### config.mk
export PLATFORM = sky130hd
export DESIGN_NAME = constraint_ledger_resolver
export DESIGN_NICKNAME = d
export VERILOG_FILES = /design/src/rtl/core/clr_pkg.sv /design/src/rtl/core/clr_ram.sv /design/src/rtl/core/constraint_ledger_resolver.sv
export VERILOG_INCLUDE_DIRS = /design/src /design/src/rtl/core
export SDC_FILE = /design/constraint.sdc
export NUM_CORES = 2
export LEC_CHECK = 0
export ABC_CLOCK_PERIOD_IN_PS = 20500
export BUFFER_PORTS_ARGS = -buffer_cell sky130_fd_sc_hd__buf_2
export CORE_UTILIZATION = 55
export DETAILED_ROUTE_END_ITERATION = 7
export PLACE_DENSITY = 0.72
export SLEW_MARGIN = 20
export SYNTH_ARGS = -nofsm -noshare
export SYNTH_HDL_FRONTEND = slang
export SYNTH_SLANG_ARGS = --single-unit
### constraint.sdc
create_clock -name i_clk -period 20.5 [get_ports i_clk]
set_input_delay 2.05 -clock i_clk [delete_from_list [all_inputs] [get_ports i_clk]]
set_output_delay 2.05 -clock i_clk [all_outputs]
set_load 0.05 [all_outputs]
### src/rtl/core/assert_macros.svh
// ----------------------------------------------------------------------------
// assert_macros
// Assertion helpers for the ledger resolver.
// ----------------------------------------------------------------------------
`ifndef ASSERT_MACROS_SVH
`define ASSERT_MACROS_SVH
// implication checked on every clock, muted in reset
`define CLR_ASSERT_IMP(label, clk, rst_n, ante, cons, msg) \
    label: assert property (@(posedge clk) disable iff (!rst_n) (ante) |-> (cons)) \
        else $error(msg);
// next-cycle implication
`define CLR_ASSERT_NEXT(label, clk, rst_n, ante, cons, msg) \
    label: assert property (@(posedge clk) disable iff (!rst_n) (ante) |=> (cons)) \
        else $error(msg);
`endif

### src/rtl/core/clr_pkg.sv
// ----------------------------------------------------------------------------
// clr_pkg
// Shared types and constants of the constraint ledger resolver.
// ----------------------------------------------------------------------------
`default_nettype none
package clr_pkg;
    localparam int SlotsDefault = 16;

    localparam logic [1:0] KIND_ASSERT      = 2'd0;
    localparam logic [1:0] KIND_RETRACT     = 2'd1;
    localparam logic [1:0] KIND_RETRACT_ALL = 2'd2;
    localparam logic [1:0] KIND_BASELINE    = 2'd3;

    localparam logic [1:0] OP_FORCE = 2'd0;
    localparam logic [1:0] OP_CAP   = 2'd1;
    localparam logic [1:0] OP_FLOOR = 2'd2;
    // stored and counted for reasons, ignored by the resolve
    localparam logic [1:0] OP_SPARE = 2'd3;

    localparam logic [1:0] ST_OK   = 2'd0;
    localparam logic [1:0] ST_FULL = 2'd1;
    localparam logic [1:0] ST_SRC0 = 2'd2;

    localparam logic [1:0] ACT_BASELINE = 2'd0;
    localparam logic [1:0] ACT_ASSERT   = 2'd1;
    localparam logic [1:0] ACT_RETRACT  = 2'd2;

    // one stored constraint: 130 bits
    typedef struct packed {
        logic [31:0] reasons;
        logic [31:0] stamp;
        logic [15:0] prio;
        logic [31:0] value;
        logic [1:0]  op;
        logic [15:0] source;
    } t_slot;

    localparam int SlotW = $bits(t_slot);
endpackage
`default_nettype wire

### src/rtl/core/clr_ram.sv
// ----------------------------------------------------------------------------
// clr_ram
// Generic single-port-write, single-read RAM with registered read data.
// ----------------------------------------------------------------------------
`default_nettype none
module clr_ram #(
    parameter int WIDTH = 8,
    parameter int DEPTH = 16,
    parameter int AW    = (DEPTH > 1) ? $clog2(DEPTH) : 1
) (
    input  wire logic                 i_clk,
    input  wire logic                 i_we,
    input  wire logic [AW-1:0]        i_waddr,
    input  wire logic [WIDTH-1:0]     i_wdata,
    input  wire logic [AW-1:0]        i_raddr,
    output      logic [WIDTH-1:0]     o_rdata
);
    logic [WIDTH-1:0] r_mem [DEPTH];

    always_ff @(posedge i_clk) begin
        if (i_we) begin
            r_mem[i_waddr] <= i_wdata;
        end
        o_rdata <= r_mem[i_raddr];
    end
endmodule
`default_nettype wire

### src/rtl/core/constraint_ledger_resolver.sv
// ----------------------------------------------------------------------------
// constraint_ledger_resolver
// Each item passes through a lookup sweep of the slots, an apply step, a resolve
// sweep, an emit step and a park step before its result reaches the output.
// The block takes no new item while one is in flight; the next item is
// accepted once the result, if one is produced, is parked in the output register.
// Reset (synchronous, active low) clears valid bits, baseline, effective value
// and binding tag; the slot RAM needs no clearing since valid bits guard it.
// ----------------------------------------------------------------------------
`default_nettype none
`include "assert_macros.svh"
module constraint_ledger_resolver #(
    parameter int SLOTS = clr_pkg::SlotsDefault
) (
    input  wire logic         i_clk,
    input  wire logic         i_rst_n,
    input  wire logic         s_axis_tvalid,
    output      logic         s_axis_tready,
    // kind[1:0], source_id[17:2], op[19:18], value[51:20], priority_req[67:52],
    // stamp[99:68], reasons[131:100], zero fill up to 136
    input  wire logic [135:0] s_axis_tdata,
    output      logic         m_axis_tvalid,
    input  wire logic         m_axis_tready,
    // status[1:0], action[3:2], cause_source[19:4], old_effective[51:20],
    // new_effective[83:52], record_stamp[115:84], binding_source[131:116],
    // changed[132], active_reasons[164:133], zero fill up to 168
    output      logic [167:0] m_axis_tdata
);
    localparam int AW = (SLOTS > 1) ? $clog2(SLOTS) : 1;
    localparam int CW = $clog2(SLOTS + 1) + 1;

    typedef enum logic [5:0] {
        S_IDLE   = 6'b000001,
        S_LOOK   = 6'b000010,
        S_APPLY  = 6'b000100,
        S_RES    = 6'b001000,
        S_EMIT   = 6'b010000,
        S_WAIT   = 6'b100000
    } t_state;

    t_state r_state, n_state;

    // captured item
    logic [1:0]  r_kind;
    logic [15:0] r_src;
    logic [1:0]  r_op;
    logic [31:0] r_val, r_stamp, r_rsn;
    logic [15:0] r_prio;

    logic [SLOTS-1:0] r_valid;
    logic [31:0] r_base, r_eff;
    logic [15:0] r_bind;

    // sweep control: r_cnt issues addresses, r_pend marks data from previous read
    logic [CW-1:0] r_cnt;
    logic          r_pend;
    logic [AW-1:0] r_pidx;

    // lookup results
    logic          r_hit, r_free_ok;
    logic [AW-1:0] r_hit_idx, r_free_idx;

    // resolve accumulators
    logic          r_fany;
    logic [15:0]   r_fprio;
    logic [31:0]   r_fstamp, r_fval, r_cval, r_lval;
    logic [15:0]   r_fsrc, r_csrc, r_lsrc;
    logic          r_lany;
    logic [31:0]   r_ror;
    logic [31:0]   r_old;

    // output register
    logic          r_ovalid;
    logic [167:0]  r_odata;

    // record fields decided from the captured item and lookup
    logic        emit_ok;
    logic [1:0]  o_status, o_action;
    logic [15:0] o_cause;

    // emptiness and baseline change, captured at the apply step
    logic r_all_empty, r_base_chg;

    // RAM
    logic              ram_we;
    logic [AW-1:0]     ram_waddr, ram_raddr;
    clr_pkg::t_slot    ram_wdata, ram_rdata;

    clr_ram #(.WIDTH(clr_pkg::SlotW), .DEPTH(SLOTS)) u_ram (
        .i_clk  (i_clk),
        .i_we   (ram_we),
        .i_waddr(ram_waddr),
        .i_wdata(ram_wdata),
        .i_raddr(ram_raddr),
        .o_rdata(ram_rdata)
    );

    assign s_axis_tready = (r_state == S_IDLE);
    assign m_axis_tvalid = r_ovalid;
    assign m_axis_tdata  = r_odata;
    assign ram_raddr     = r_cnt[AW-1:0];

    logic slot_dest;
    logic [AW-1:0] dest_idx;
    always_comb begin
        slot_dest = r_hit | r_free_ok;
        dest_idx  = r_hit ? r_hit_idx : r_free_idx;
        ram_we    = (r_state == S_APPLY) && (r_kind == clr_pkg::KIND_ASSERT)
                    && (r_src != 16'd0) && slot_dest;
        ram_waddr = dest_idx;
        ram_wdata = '{reasons: r_rsn, stamp: r_stamp, prio: r_prio, value: r_val,
                      op: r_op, source: r_src};
    end

    wire sweep_done = (r_cnt >= CW'(SLOTS));
    wire pv         = r_pend && r_valid[r_pidx];

    // resolved value once the sweep ends
    logic [31:0] res_eff;
    logic [15:0] res_bind;
    always_comb begin
        if (r_fany) begin
            res_eff  = r_fval;
            res_bind = r_fsrc;
        end else if (r_lany) begin
            res_eff  = r_lval;
            res_bind = r_lsrc;
        end else begin
            res_eff  = r_cval;
            res_bind = r_csrc;
        end
    end

    always_comb begin
        emit_ok  = 1'b1;
        o_status = clr_pkg::ST_OK;
        o_action = clr_pkg::ACT_ASSERT;
        o_cause  = r_src;
        case (r_kind)
            clr_pkg::KIND_ASSERT: begin
                if (r_src == 16'd0) begin
                    o_status = clr_pkg::ST_SRC0;
                end else if (!r_hit && !r_free_ok) begin
                    o_status = clr_pkg::ST_FULL;
                end
            end
            clr_pkg::KIND_RETRACT: begin
                o_action = clr_pkg::ACT_RETRACT;
                emit_ok  = r_hit;
            end
            clr_pkg::KIND_RETRACT_ALL: begin
                o_action = clr_pkg::ACT_RETRACT;
                o_cause  = '0;
                emit_ok  = !r_all_empty;
            end
            clr_pkg::KIND_BASELINE: begin
                o_action = clr_pkg::ACT_BASELINE;
                o_cause  = '0;
                emit_ok  = r_base_chg;
            end
            default: emit_ok = 1'b0;
        endcase
    end

    always_comb begin
        n_state = r_state;
        case (r_state)
            S_IDLE:  if (s_axis_tvalid) n_state = S_LOOK;
            S_LOOK:  if (sweep_done && !r_pend) n_state = S_APPLY;
            S_APPLY: n_state = S_RES;
            S_RES:   if (sweep_done && !r_pend) n_state = S_EMIT;
            S_EMIT:  n_state = S_WAIT;
            S_WAIT:  if (!r_ovalid || m_axis_tready) n_state = S_IDLE;
            default: n_state = S_IDLE;
        endcase
    end

    always_ff @(posedge i_clk) begin
        if (!i_rst_n) begin
            r_state  <= S_IDLE;
            r_valid  <= '0;
            r_base   <= '0;
            r_eff    <= '0;
            r_bind   <= '0;
            r_ovalid <= 1'b0;
            r_cnt    <= '0;
            r_pend   <= 1'b0;
        end else begin
            r_state <= n_state;
            // park the record once the output register is free, else drain it
            if (r_state == S_WAIT && (!r_ovalid || m_axis_tready) && emit_ok) begin
                r_ovalid <= 1'b1;
                r_odata  <= {3'd0, r_ror, (r_old != r_eff), r_bind, r_stamp,
                             r_eff, r_old, o_cause, o_action, o_status};
            end else if (r_ovalid && m_axis_tready) begin
                r_ovalid <= 1'b0;
            end
            case (r_state)
                S_IDLE: begin
                    if (s_axis_tvalid) begin
                        r_kind    <= s_axis_tdata[1:0];
                        r_src     <= s_axis_tdata[17:2];
                        r_op      <= s_axis_tdata[19:18];
                        r_val     <= s_axis_tdata[51:20];
                        r_prio    <= s_axis_tdata[67:52];
                        r_stamp   <= s_axis_tdata[99:68];
                        r_rsn     <= s_axis_tdata[131:100];
                        r_old     <= r_eff;
                        r_cnt     <= '0;
                        r_pend    <= 1'b0;
                        r_hit     <= 1'b0;
                        r_free_ok <= 1'b0;
                    end
                end
                S_LOOK: begin
                    // free slot search needs no RAM data
                    if (!sweep_done) begin
                        r_pend <= 1'b1;
                        r_pidx <= r_cnt[AW-1:0];
                        r_cnt  <= r_cnt + 1'b1;
                        if (!r_free_ok && !r_valid[r_cnt[AW-1:0]]) begin
                            r_free_ok  <= 1'b1;
                            r_free_idx <= r_cnt[AW-1:0];
                        end
                    end else begin
                        r_pend <= 1'b0;
                    end
                    if (pv && !r_hit && ram_rdata.source == r_src) begin
                        r_hit     <= 1'b1;
                        r_hit_idx <= r_pidx;
                    end
                end
                S_APPLY: begin
                    r_cnt  <= '0;
                    r_pend <= 1'b0;
                    r_fany <= 1'b0;
                    r_lany <= 1'b0;
                    r_ror  <= '0;
                    r_csrc <= '0;
                    case (r_kind)
                        clr_pkg::KIND_ASSERT: begin
                            if (r_src != 16'd0 && slot_dest) r_valid[dest_idx] <= 1'b1;
                            r_cval <= r_base;
                        end
                        clr_pkg::KIND_RETRACT: begin
                            if (r_hit) r_valid[r_hit_idx] <= 1'b0;
                            r_cval <= r_base;
                        end
                        clr_pkg::KIND_RETRACT_ALL: begin
                            r_valid <= '0;
                            r_cval  <= r_base;
                        end
                        clr_pkg::KIND_BASELINE: begin
                            if (r_val != r_base) r_base <= r_val;
                            r_cval <= r_val;
                        end
                        default: r_cval <= r_base;
                    endcase
                end
                S_RES: begin
                    if (!sweep_done) begin
                        r_pend <= 1'b1;
                        r_pidx <= r_cnt[AW-1:0];
                        r_cnt  <= r_cnt + 1'b1;
                    end else begin
                        r_pend <= 1'b0;
                    end
                    if (pv) begin
                        r_ror <= r_ror | ram_rdata.reasons;
                        case (ram_rdata.op)
                            clr_pkg::OP_FORCE: begin
                                if (!r_fany || $signed(ram_rdata.prio) > $signed(r_fprio)
                                    || (ram_rdata.prio == r_fprio
                                        && ram_rdata.stamp > r_fstamp)) begin
                                    r_fany   <= 1'b1;
                                    r_fprio  <= ram_rdata.prio;
                                    r_fstamp <= ram_rdata.stamp;
                                    r_fval   <= ram_rdata.value;
                                    r_fsrc   <= ram_rdata.source;
                                end
                            end
                            clr_pkg::OP_CAP: begin
                                if ($signed(ram_rdata.value) < $signed(r_cval)) begin
                                    r_cval <= ram_rdata.value;
                                    r_csrc <= ram_rdata.source;
                                end
                            end
                            clr_pkg::OP_FLOOR: begin
                                // floors are judged against the final cap result,
                                // so keep the largest floor and compare at the end
                                if (!r_lany || $signed(ram_rdata.value) > $signed(r_lval))
                                begin
                                    r_lany <= 1'b1;
                                    r_lval <= ram_rdata.value;
                                    r_lsrc <= ram_rdata.source;
                                end
                            end
                            default: ;
                        endcase
                    end
                end
                S_EMIT: begin
                    // drop the floor unless it lies strictly above the capped value
                    if (r_fany || !r_lany || $signed(r_lval) > $signed(r_cval)) begin
                        r_eff  <= res_eff;
                        r_bind <= res_bind;
                    end else begin
                        r_eff  <= r_cval;
                        r_bind <= r_csrc;
                    end
                end
                default: ;
            endcase
        end
    end

    always_ff @(posedge i_clk) begin
        if (r_state == S_APPLY) begin
            r_all_empty <= (r_valid == '0);
            r_base_chg  <= (r_val != r_base);
        end
    end

    `CLR_ASSERT_IMP(a_no_accept_busy, i_clk, i_rst_n, r_state != S_IDLE, !s_axis_tready,
        "input accepted while busy")
    `CLR_ASSERT_NEXT(a_ram_write_once, i_clk, i_rst_n, ram_we, r_state == S_RES,
        "slot write outside apply step")
    `CLR_ASSERT_IMP(a_src0_no_write, i_clk, i_rst_n, ram_we, r_src != 16'd0,
        "slot written for source zero")
endmodule
`default_nettype wire

# [Word-level counts from Yosys, hierarchy flattened]
# Memories as Yosys holds them, arrays and structs flattened. A register that Yosys moved wholly into a read port is not among the register bits.
# Index checks and enable logic that the tools add are counted.
[classes] n_mux=61 add_sub_neg=1 reduce_logical=63 bitwise_logic=7 n_eq_ne=32 n_lt_le_gt_ge=12
[ops] operator="$mux W32" n=7
[ops] operator="$pmux W32 S2" n=3
[ops] operator="$mux W16" n=8
[ops] operator="$gt A32 B32 Y1" n=3
[ops] operator="$ne A32 B32 Y1" n=2
[ops] operator="$pmux W16 S3" n=1
[ops] operator="$mux W6" n=6
[ops] operator="$pmux W6 S6" n=1
[ops] operator="$eq A16 B16 Y1" n=2
[ops] operator="$logic_not A16 Y1" n=2
[ops] operator="$lt A32 B32 Y1" n=1
[ops] operator="$or A32 B32 Y32" n=1
[ops] operator="$pmux W16 S2" n=1
[ops] operator="$reduce_and A5 Y1" n=6
[ops] operator="$ne A2 B2 Y1 const B" n=14
[ops] operator="$lt A4 B5 Y1 const B" n=4
[ops] operator="$mux W1" n=20
[ops] operator="$pmux W6 S3" n=1
[ops] operator="$reduce_and A3 Y1" n=6
[ops] operator="$and A16 B16 Y16" n=1
[ops] operator="$gt A16 B16 Y1" n=1
[ops] operator="$logic_and A1 B1 Y1" n=16
[ops] operator="$not A16 Y16" n=1
[ops] operator="$or A16 B16 Y16" n=1
[ops] operator="other kinds (31)" n=67
[word_totals] ramBits=2080 word_cells=215 inputBits=140 output_inout_bits=170 register_bits=681 mem_count=1
[memory_table] name="u_ram.r_mem" words=16 word_bits=130 rd=1 rd_clocked_by_memory_dff=1 wr=1 line="clr_ram.sv:18" source="logic [WIDTH-1:0] r_mem [DEPTH];"

# [Logic depth before layout (Yosys ltp)]
[depth] word_depth=8 mapped_depth=12 depth_no_buf=10

# [Modules after synthesis]
# A second synthesis with hierarchy kept.
[hier_totals] cells_unflattened=5480 area_unflattened_um2=109338.6
[by_module_without_submodules] module="clr_ram" area_each_um2=80722.4 n_inst=1 seq_area_each_um2=65062.4 cells_per_inst=3411
[by_module_without_submodules] module="constraint_ledger_resolver" area_each_um2=28616.2 n_inst=1 seq_area_each_um2=19348.6 cells_per_inst=2069

# [Worst setup path before layout]
# No wires, ideal clock.
[synth_timing] kind="input to register" start="in i_rst_n" end="reg r_ovalid (netlist: m_axis_tvalid)" t_arrival_ps=15370 t_required_ps=20347 slack_ps=4977 setup_ps=153 path_stages=4 path_buffers=1 path_cell_list="clkbuf_1 -> nand2_1 -> a211oi_1 -> o21bai_1"
[synth_lines] element="from (decl)" line="constraint_ledger_resolver.sv:16" source="input wire logic i_rst_n,"
[synth_lines] element="to (signal assigned)" line="constraint_ledger_resolver.sv:185" source="r_ovalid <= 1'b0;"
[synth_lines] element="to (signal assigned)" line="constraint_ledger_resolver.sv:192" source="r_ovalid <= 1'b1;"
[synth_lines] element="to (signal assigned)" line="constraint_ledger_resolver.sv:196" source="r_ovalid <= 1'b0;"
[synth_lines] element="to (decl)" line="constraint_ledger_resolver.sv:73" source="logic r_ovalid;"

# [Final worst setup path]
[layout_timing] start="reg r_state[5]" end="mem u_ram.r_mem[12][72] in the netlist's numbering, enable pin"
[layout_via] elab_chain_len=6
[layout_rtl] element="from (decl)" line="constraint_ledger_resolver.sv:41" source="t_state r_state, n_state;"
[layout_rtl] element="from (signal assigned)" line="constraint_ledger_resolver.sv:189" source="r_state <= n_state;"
[layout_rtl] element="$eq A6 B3 Y1" line="constraint_ledger_resolver.sv:108" source="ram_we = (r_state == S_APPLY) && (r_kind == clr_pkg::KIND_ASSERT)"
[layout_rtl] element="$logic_and A1 B1 Y1" line="constraint_ledger_resolver.sv:108"
[layout_rtl] element="$logic_and A1 B1 Y1 (2 in a row)" line="constraint_ledger_resolver.sv:109" source="&& (r_src != 16'd0) && slot_dest;"
[layout_rtl] element="$mux W1" line="clr_ram.sv:21" source="if (i_we) begin"
[layout_rtl] element="$mux W1 (not written as such)" line="clr_ram.sv:22" source="r_mem[i_waddr] <= i_wdata;"
[layout_rtl] element="to (decl)" line="clr_ram.sv:18"
# Every way passes these cells.

==> flow_summary.ini <==
[layout]
finalNetCount = 5951
finalCoreUtilization_pct = 62.8
drive_gt1_share_pct = 26.0
fin_cells = 8528
stdcell_area_sq_um = 124000
syn_to_final_growth_pct = 13.5

[routing]
drc = 0
routed_via_density = 6.13
wl_um = 241000
first_pass_iters = 6
antenna_left = 0
first_iter_violations = 5558
vias = 52305
wl_per_cell_um = 28.3

[setup_path]
cp_slowest_stage_delay_ns = 0.90
crit_top_cell = buf_4
endpoint_kind = flip-flop
startpoint_type = flip-flop
crit_required_ns = 21.02
crit_fanout = 42
slowest_stage = buf_4
path_delay_family = simple AND/OR/NAND/NOR gates
critPathArrivalTime_ns = 6.34
cp_cell_sequence = or4_4 -> nor3b_4 -> o21ai_0 -> nor2_1 -> nand2_1 -> nor2_4 -> buf_4 -> buf_4 -> buf_4
path_class = reg -> reg
critPathBufInv = 3

[timing]
worst_pin_slew_ns = 1.15
rsz0062_at_grt = false
report.final.setup_viol = 0
setup_tns_ns = 0
relSlewSlack_pct = 23.2
final-hold-violation-count = 0
timing.fmax_ghz = 0.172
fin_crit_ns = 5.82
clock_skew_ns = 0.0773
finalMaxSlewViolations = 0
post-route-period-util_pct = 28.4

[die]
die_h_um = 448
start_util_pct = 55.4
core_area_sq_um = 197000
dieWidth_um = 448
io_pins = 310
dieArea_sq_um = 201000
rows = 163

[hold_path]
hold_class = reg -> reg

[synth]
synthCells = 5176
synthDistinctLibCells = 62
ys_seq_area_share_pct = 77.2
synth_seq_cells = 2891
synth-edff-count = 2651
mappedNetlistArea_sq_um = 109000
yosysWarningCount = 0
async_reset_ff_share_pct = 0
synth_flop_cell = edfxtp_1
syn_avg_cell_area_sq_um = 21.1

[grt]
gr-total-overflow = 0
grt_first_pass_wirelength_um = 353000
antenna_found_initial = 2
grt.total_usage_pct = 24.3
grt_max_degree = 158
grt_pass1_vias = 52656

[cts]
clkSlewWorstSetupHoldPaths_ns = 0.06
ctsRootBufferMaster = clkbuf_16
htreeDepth = 5
cts_max_path_buffers = 4
hold_buffers = 0
clk_latency_ns = 0.93
postCtsResizedCells = 0
cts_sinks = 2891
numCtsBuffers = 300
post-cts-setup-buffers = 0
cts_tree = done

[pwr]
powerDensity_nw_per_um2 = 97.7
peakVddDrop_v = 0.0000898
p_leak_nw = 40.3

[place]
hpwl_um = 125000
portBuffers = 302
place_congestion = 0.887
placed_cell_area_sq_um = 114000
dp_cells = 7999

[job]
cap_violations = 0

[outcome]
status = finished clean
## registers in the layout, summed over array words and instances, names as in the netlist, 6 cells and up
name,cells
r_valid,16
u_ram.o_rdata,130
r_val,32
r_cval,32
r_lval,32
r_lsrc,16
r_base,32
m_axis_tdata,165
r_csrc,16
r_bind,16
r_fstamp,32
r_ror,32
r_old,32
r_prio,16
r_stamp,32
r_fsrc,16
r_state,6
r_src,16
u_ram.r_mem,2080
r_fprio,16
r_fval,32
r_eff,32
r_rsn,32
r_cnt,6
## synthesized netlist by cell type, drive strengths merged (79+ instances only)
| library cell | n | area (sq um) |
|---|---|---|
| clkbuf | 159 | 597 |
| o21ai | 169 | 850 |
| nor2 | 187 | 702 |
| edfxtp | 2651 | 79600 |
| mux4 | 660 | 14900 |
| nand2 | 140 | 526 |
| a21oi | 121 | 606 |
| inv | 131 | 492 |
| xnor2 | 79 | 692 |
| dfxtp | 240 | 4800 |
| mux2i | 154 | 1540 |
| ha | 149 | 1860 |
## worst reg2reg max path: cells and delay by family (launching register included)
family / cells / cell delay [ns]
simple gates: 5 / 2.43
buf+inv: 3 / 2.46
flops: 1 / 0.37
compound gates: 1 / 0.16
## final timing paths
kind,startpoint,end,slack [ns],depth (start not counted)
hold reg to reg,r_bind[5],m_axis_tdata[121],0.43,0
hold / removal,r_bind[5],m_axis_tdata[121],0.43,0
setup reg to reg,r_state[5],u_ram.r_mem[12][72],14.68,9
setup / recovery,r_state[5],u_ram.r_mem[12][72],14.68,9
## placed cells by master (no fill, tap or decap), drive strengths merged, types with 3 or more instances in the layout
cell type / instances
nand2b: 13
edfxtp: 2651
nand3: 18
a211oi: 6
clkinv: 75
clkinvlp: 13
o21a: 11
nor3: 13
a31oi: 7
nand4: 49
a22oi: 3
buf: 406
conb: 3
a2111oi: 3
a21boi: 3
o211ai: 4
and3: 6
dfxtp: 240
o21bai: 3
bufinv: 26
xnor2: 79
ha: 149
a21o: 33
nor2: 187
mux4: 660
or4: 3
and4: 4
mux2i: 154
o21ai: 169
nor3b: 3
inv: 135
nor4: 17
nor2b: 6
nand2: 140
a21oi: 121
or2b: 4
and2: 37
clkbuf: 409
or3: 3
## stage by stage
step | setup WS (ns) | power (mW) | hold slack [ns]
floorplan | 4.98 | 6.80 | 0.403
global placement | 14.72 | 6.89 | 0.415
detailed placement | 14.65 | 6.90 | 0.416
CTS | 14.63 | 12.2 | 0.432
global route | 14.40 | 12.4 | 0.440
finish | 14.68 | 12.1 | 0.429
## logic make-up (layout without fill, tap and decap cells)
logic type / Yosys count / count (layout) / share of synthesized area [%]
simple gates: 508 / 508 / 2.18
buf+inv: 355 / 1064 / 1.28
fa+ha+maj: 149 / 149 / 1.71
other cells: 1 / 4 / 0.00343
flops: 2891 / 2891 / 77.2
xor+xnor: 81 / 81 / 0.649
compound gates: 377 / 377 / 1.94
mux: 814 / 814 / 15.0
## layout make-up
cell class	count	area [sq um]
Inverter	131	492
Antenna cell	1	2.50
Clock inverter	118	1290
Fill cell	13242	73400
Timing Repair Buffer	406	2460
Multi-Input combinational cell	1932	23700
Tap cell	2640	3300
Sequential cell	2891	84400
Clock buffer	409	8380
## report_power, final
part / internal, mW / switching, mW / total (mW)
Clock: 3.19 / 2.15 / 5.34
Sequential: 6.45 / 0.0729 / 6.53
Combinational: 0.119 / 0.129 / 0.248
Total: 9.76 / 2.35 / 12.1
## layer usage
metal	vias up	GRT usage (%)	share of wire (%)
li1	22089	-	-
met1	27675	34.6	41
met2	2143	39.7	50
met3	398	3.11	6.4
met4	0	7.11	2.7
met5	-	0	0
No activity file was read; power rests on OpenSTA's default activity.
